`src/design/glpd_pkg.sv`:
```
`default_nettype none
package glpd_pkg;

   localparam int CODE_W            = 13;
   localparam int DEF_TABLE_DEPTH   = 4096;
   localparam int DEF_MAX_CODE_BITS = 12;
   localparam int DEF_STRING_DEPTH  = 4096;
   localparam int QUEUE_DEPTH       = 2;

   localparam logic [3:0] CFG_RESET  = 4'd8;
   localparam logic [3:0] ROOT_LOW   = 4'd2;
   localparam logic [3:0] ROOT_HIGH  = 4'd8;
   localparam logic [11:0] LEN_MAX   = 12'd4095;

   localparam logic [1:0] ST_OK       = 2'd0;
   localparam logic [1:0] ST_BAD_CODE = 2'd1;
   localparam logic [1:0] ST_ZERO_LEN = 2'd2;

   typedef enum logic [1:0] {
      OP_PUSH    = 2'd0,
      OP_PULL    = 2'd1,
      OP_RESTART = 2'd2,
      OP_NOP     = 2'd3
   } op_type;

   typedef struct packed {
      op_type      opcode;
      logic [7:0]  data_byte;
   } req_type;

   typedef struct packed {
      logic [7:0]  pixel;
      logic        pixel_valid;
      logic        byte_accepted;
      logic        need_byte;
      logic [1:0]  status;
   } rsp_type;

   typedef struct packed {
      logic [11:0] prefix;
      logic [7:0]  suffix;
      logic [11:0] len;
   } entry_type;

   typedef enum logic [2:0] {
      S_IDLE,
      S_PULL,
      S_KW,
      S_WALK,
      S_PIX,
      S_SEND
   } state_type;

   function automatic logic [3:0] root_bits(input logic [3:0] m);
      logic [3:0] r;
      r = m;
      if (m < ROOT_LOW) r = ROOT_LOW;
      if (m > ROOT_HIGH) r = ROOT_HIGH;
      return r;
   endfunction

endpackage
`default_nettype wire

```
`src/design/glpd_front.sv`:
```
`default_nettype none
module glpd_front (
   input  wire logic              clock,
   input  wire logic              reset,
   input  wire logic              req_valid,
   output logic                   req_stall,
   input  wire glpd_pkg::req_type req_payload,
   output logic                   q_valid,
   output glpd_pkg::req_type      q_item,
   input  wire logic              q_pop
);

   glpd_pkg::req_type slot_ff [glpd_pkg::QUEUE_DEPTH];
   logic       wptr_ff, wptr_in;
   logic       rptr_ff, rptr_in;
   logic [1:0] cnt_ff, cnt_in;
   logic       push;

   assign req_stall = (cnt_ff == 2'(glpd_pkg::QUEUE_DEPTH));
   assign push      = req_valid && !req_stall;
   assign q_valid   = (cnt_ff != 2'd0);
   assign q_item    = slot_ff[rptr_ff];

   always_comb begin
      wptr_in = push ? !wptr_ff : wptr_ff;
      rptr_in = q_pop ? !rptr_ff : rptr_ff;
      cnt_in  = cnt_ff + 2'(push) - 2'(q_pop);
   end

   always_ff @(posedge clock) begin
      if (reset) begin
         wptr_ff <= 1'b0;
         rptr_ff <= 1'b0;
         cnt_ff  <= 2'd0;
      end else begin
         wptr_ff <= wptr_in;
         rptr_ff <= rptr_in;
         cnt_ff  <= cnt_in;
      end
   end

   always_ff @(posedge clock) begin
      if (push) begin
         slot_ff[wptr_ff] <= req_payload;
      end
   end

endmodule
`default_nettype wire

```
`config.mk`:
```
export PLATFORM = sky130hd
export DESIGN_NAME = glpd_front
export DESIGN_NICKNAME = d
export VERILOG_FILES = /design/src/design/glpd_pkg.sv /design/src/design/glpd_front.sv
export SDC_FILE = /design/constraint.sdc
export NUM_CORES = 1
export LEC_CHECK = 0
export ABC_AREA = 0
export BUFFER_PORTS_ARGS = -buffer_cell sky130_fd_sc_hd__buf_4
export CELL_PAD_IN_SITES_DETAIL_PLACEMENT = 1
export CELL_PAD_IN_SITES_GLOBAL_PLACEMENT = 2
export CORE_UTILIZATION = 37
export CTS_CLUSTER_SIZE = 25
export DETAILED_ROUTE_END_ITERATION = 12
export GPL_TIMING_DRIVEN = 0
export PLACE_DENSITY_LB_ADDON = 0.1
export SYNTH_ARGS = -nofsm -noshare
export SYNTH_HDL_FRONTEND = slang
export SYNTH_SLANG_ARGS = --single-unit
```
`constraint.sdc`:
```
create_clock -name clock -period 3.8 [get_ports clock]
set_input_delay 0.19 -clock clock [delete_from_list [all_inputs] [get_ports clock]]
set_output_delay 0.19 -clock clock [all_outputs]
set_load 0.01 [all_outputs]
```
==> impl_metrics.ini <==
[placed_design]
portBuffers = 25
placedCellCount = 109
dp_hpwl_um = 1190
gp_congestion = 0.607

[timing]
slew_viol_final = 0
skew_ns = 0.00105
hold_viol_final = 0
timing.final.crit_share = 0.420
fin_setup_tns_ns = 0
max_freq_ghz = 0.626
rsz0062_at_grt = no
finalCriticalPeriod_ns = 1.60
finalSetupViolations = 0
relSlewSlack = 0.737
tightest_slew_ns = 0.395

[synthesis]
synth.most_common_cell = edfxtp_1
yosys.area_share.xor_xnor = 0.0278
yosys.area_share.simple = 0.0530
synth_fa_ha_area_frac = 0.0265
yosysSeqAreaShare = 0.742
muxShareOfSynthArea = 0.119
synth_compound_area_frac = 0.0106
synth_area_leaders = edfxtp_1 64%, mux2_2 12%, dfxtp_1 11%, ha_1 2.6%, xnor2_1 1.9%
avgSynthCellArea_um2 = 16.9
async_reset_ff_frac = 0
yosys.area.top_type = edfxtp_1
yosysWarnings = 0
ys.flop_type = edfxtp_1
synthTopCellsByCount = 20 x edfxtp_1, 10 x mux2_2, 5 x dfxtp_1
synth_top_family_by_area = multiplexers
synth_cell_types = 18
synthesis.nets = 72
synth_edf_count = 20
synth_area_um2 = 945
ys_ff_latch = 25
synth_cells = 56
synth_top_area_frac = 0.636

[min_path]
min_path_type = input pin to register

[worst_setup_path]
start_kind = register
arrival_ns = 1.41
critPathMaxFanout = 10
cp-end-kind = primary output
worst-endpoint-required_ns = 3.61
crit_type = register to primary output

[die]
num_rows = 17
start_util = 0.407
dieArea_um2 = 2760
io_pins = 26
die_h_um = 52.5
core-area_um2 = 2320
die_w_um = 52.5

[cells_and_area]
n_antenna_cell = 0
syn2layout_area_growth_pct = 26.4
drive_above_1_share = 0.506
fin_cells = 113
layout.nets = 102

[outcome]
status = finished clean

[clock_network]
cts_inserted_buffers = 3
root_buffer = clkbuf_4
clk_latency_ns = 0.30
cts.sinks = 25
cts_setup_buffers = 0
cts.repair.resized = 0
clockBufferDepth = 2
htreeDepth = 1
clk_pin_slew_ns = 0.13
postCtsHoldBufs = 0
cts_tree = done

[pwr]
clockPowerShare = 0.179
pwr-share-comb = 0.261
switching_share = 0.259
p_leak_uw = 0.000485
p_int_uw = 470
switching_power_uw = 164
ir_drop_v = 0.000269
sequentialPowerShare = 0.560
fin_total_pwr_uw = 635
power_density_nw_per_um2 = 532

[global_route]
grt_max_degree = 14
overflow = 0
grtUsageTotal = 0.126
grt_pass1_wl_um = 2350
grt_pass1_vias = 497
antenna_found_initial = 0

[job]
cap_viol_max_count = 0

[route]
via_count = 536
post_drt_wl_per_cell_um = 13.8
postRouteWirelength_um = 1560
drc = 0
antenna_left = 0
dr.pass1.iters = 3
via_per_inst = 4.74
drt_iter0_drc = 10
state kept, by name, indices dropped and copies added, names as in the netlist, named ones only:
register	flops
cnt_ff	2
slot_ff	20
wptr_ff	1
rptr_ff	1
cells by family after synthesis:
group                      Yosys count
buffers and inverters                5
adders and majority gates            2
muxes                               10
AOI/OAI and AO/OA                    2
and+or+nand+nor                      9
xor gates and xnor gates             3
DFF                                 25
cell type report:
class | count | area, µm²
multi-input combinational | 26 | 224
timing repair buffer | 25 | 188
sequential | 25 | 701
clock buffer | 4 | 26.3
fill | 245 | 1120
tap | 28 | 35.0
buffer | 1 | 5.00
inverter | 4 | 15.0
layer usage:
| metal | vias to the layer above | wire, µm | GRT usage |
|---|---|---|---|
| li1 | 258 | - | - |
| met1 | 263 | 659 | 0.163 |
| met2 | 15 | 820 | 0.209 |
| met3 | 0 | 76 | 0.0348 |
| met4 | 0 | 0 | 0.0263 |
| met5 | - | 0 | 0 |
worst max-delay path, stage by stage (launching register included):
cell     delay [ns]
dfxtp_1        0.33
buf_2          0.26
mux2_2         0.38
buf_4          0.14
power groups by stage:
stage / registers (µW) / logic (µW) / clock network, µW
3_5_place_dp: 363 / 170 / 0
5_1_grt: 360 / 182 / 129
4_1_cts: 356 / 170 / 120
3_3_place_gp: 360 / 165 / 0
2_1_floorplan: 358 / 98.2 / 0
6_report: 356 / 166 / 113
final timing paths:
check	startpoint	cells after the start	end	slack [ns]
worst max register to register	cnt_ff[0]$_SDFF_PP0_	4	slot_ff[0][0]$_DFFE_PP_	2.29
worst max-delay path	register	3	q_item[6]	2.20
worst min register to register	wptr_ff$_SDFFE_PP0P_	2	wptr_ff$_SDFFE_PP0P_	0.51
worst min-delay path	req_payload[5]	1	slot_ff[0][5]$_DFFE_PP_	0.06
metrics by stage:
step	cell area, µm²	setup slack (ns)	utilization	hold slack [ns]
2_1_floorplan	945	2.41	-	0.259
3_3_place_gp	1170	2.28	0.504	0.375
3_5_place_dp	1170	2.26	0.504	0.379
4_1_cts	1190	2.18	0.515	0.0437
5_1_grt	1190	2.13	0.515	0.0342
6_report	1190	2.20	0.515	0.0617
layout by cell type, fill, tap and decap left out:
| cell type | n |
|---|---|
| buf_4 | 25 |
| clkbuf_4 | 3 |
| xor2_1 | 1 |
| xnor2_1 | 2 |
| nor2_1 | 3 |
| clkbuf_1 | 1 |
| buf_2 | 1 |
| nand2b_2 | 1 |
| dfxtp_1 | 5 |
| mux2_2 | 10 |
| edfxtp_1 | 20 |
| and3_2 | 1 |
| nor2b_1 | 1 |
| inv_2 | 1 |
| o21ai_0 | 1 |
| ha_1 | 2 |
| inv_1 | 3 |
| or2_2 | 1 |
| a21oi_1 | 1 |
| or3_1 | 1 |
| nand2_1 | 1 |
Note: power is estimated with default switching activity, not from simulation.
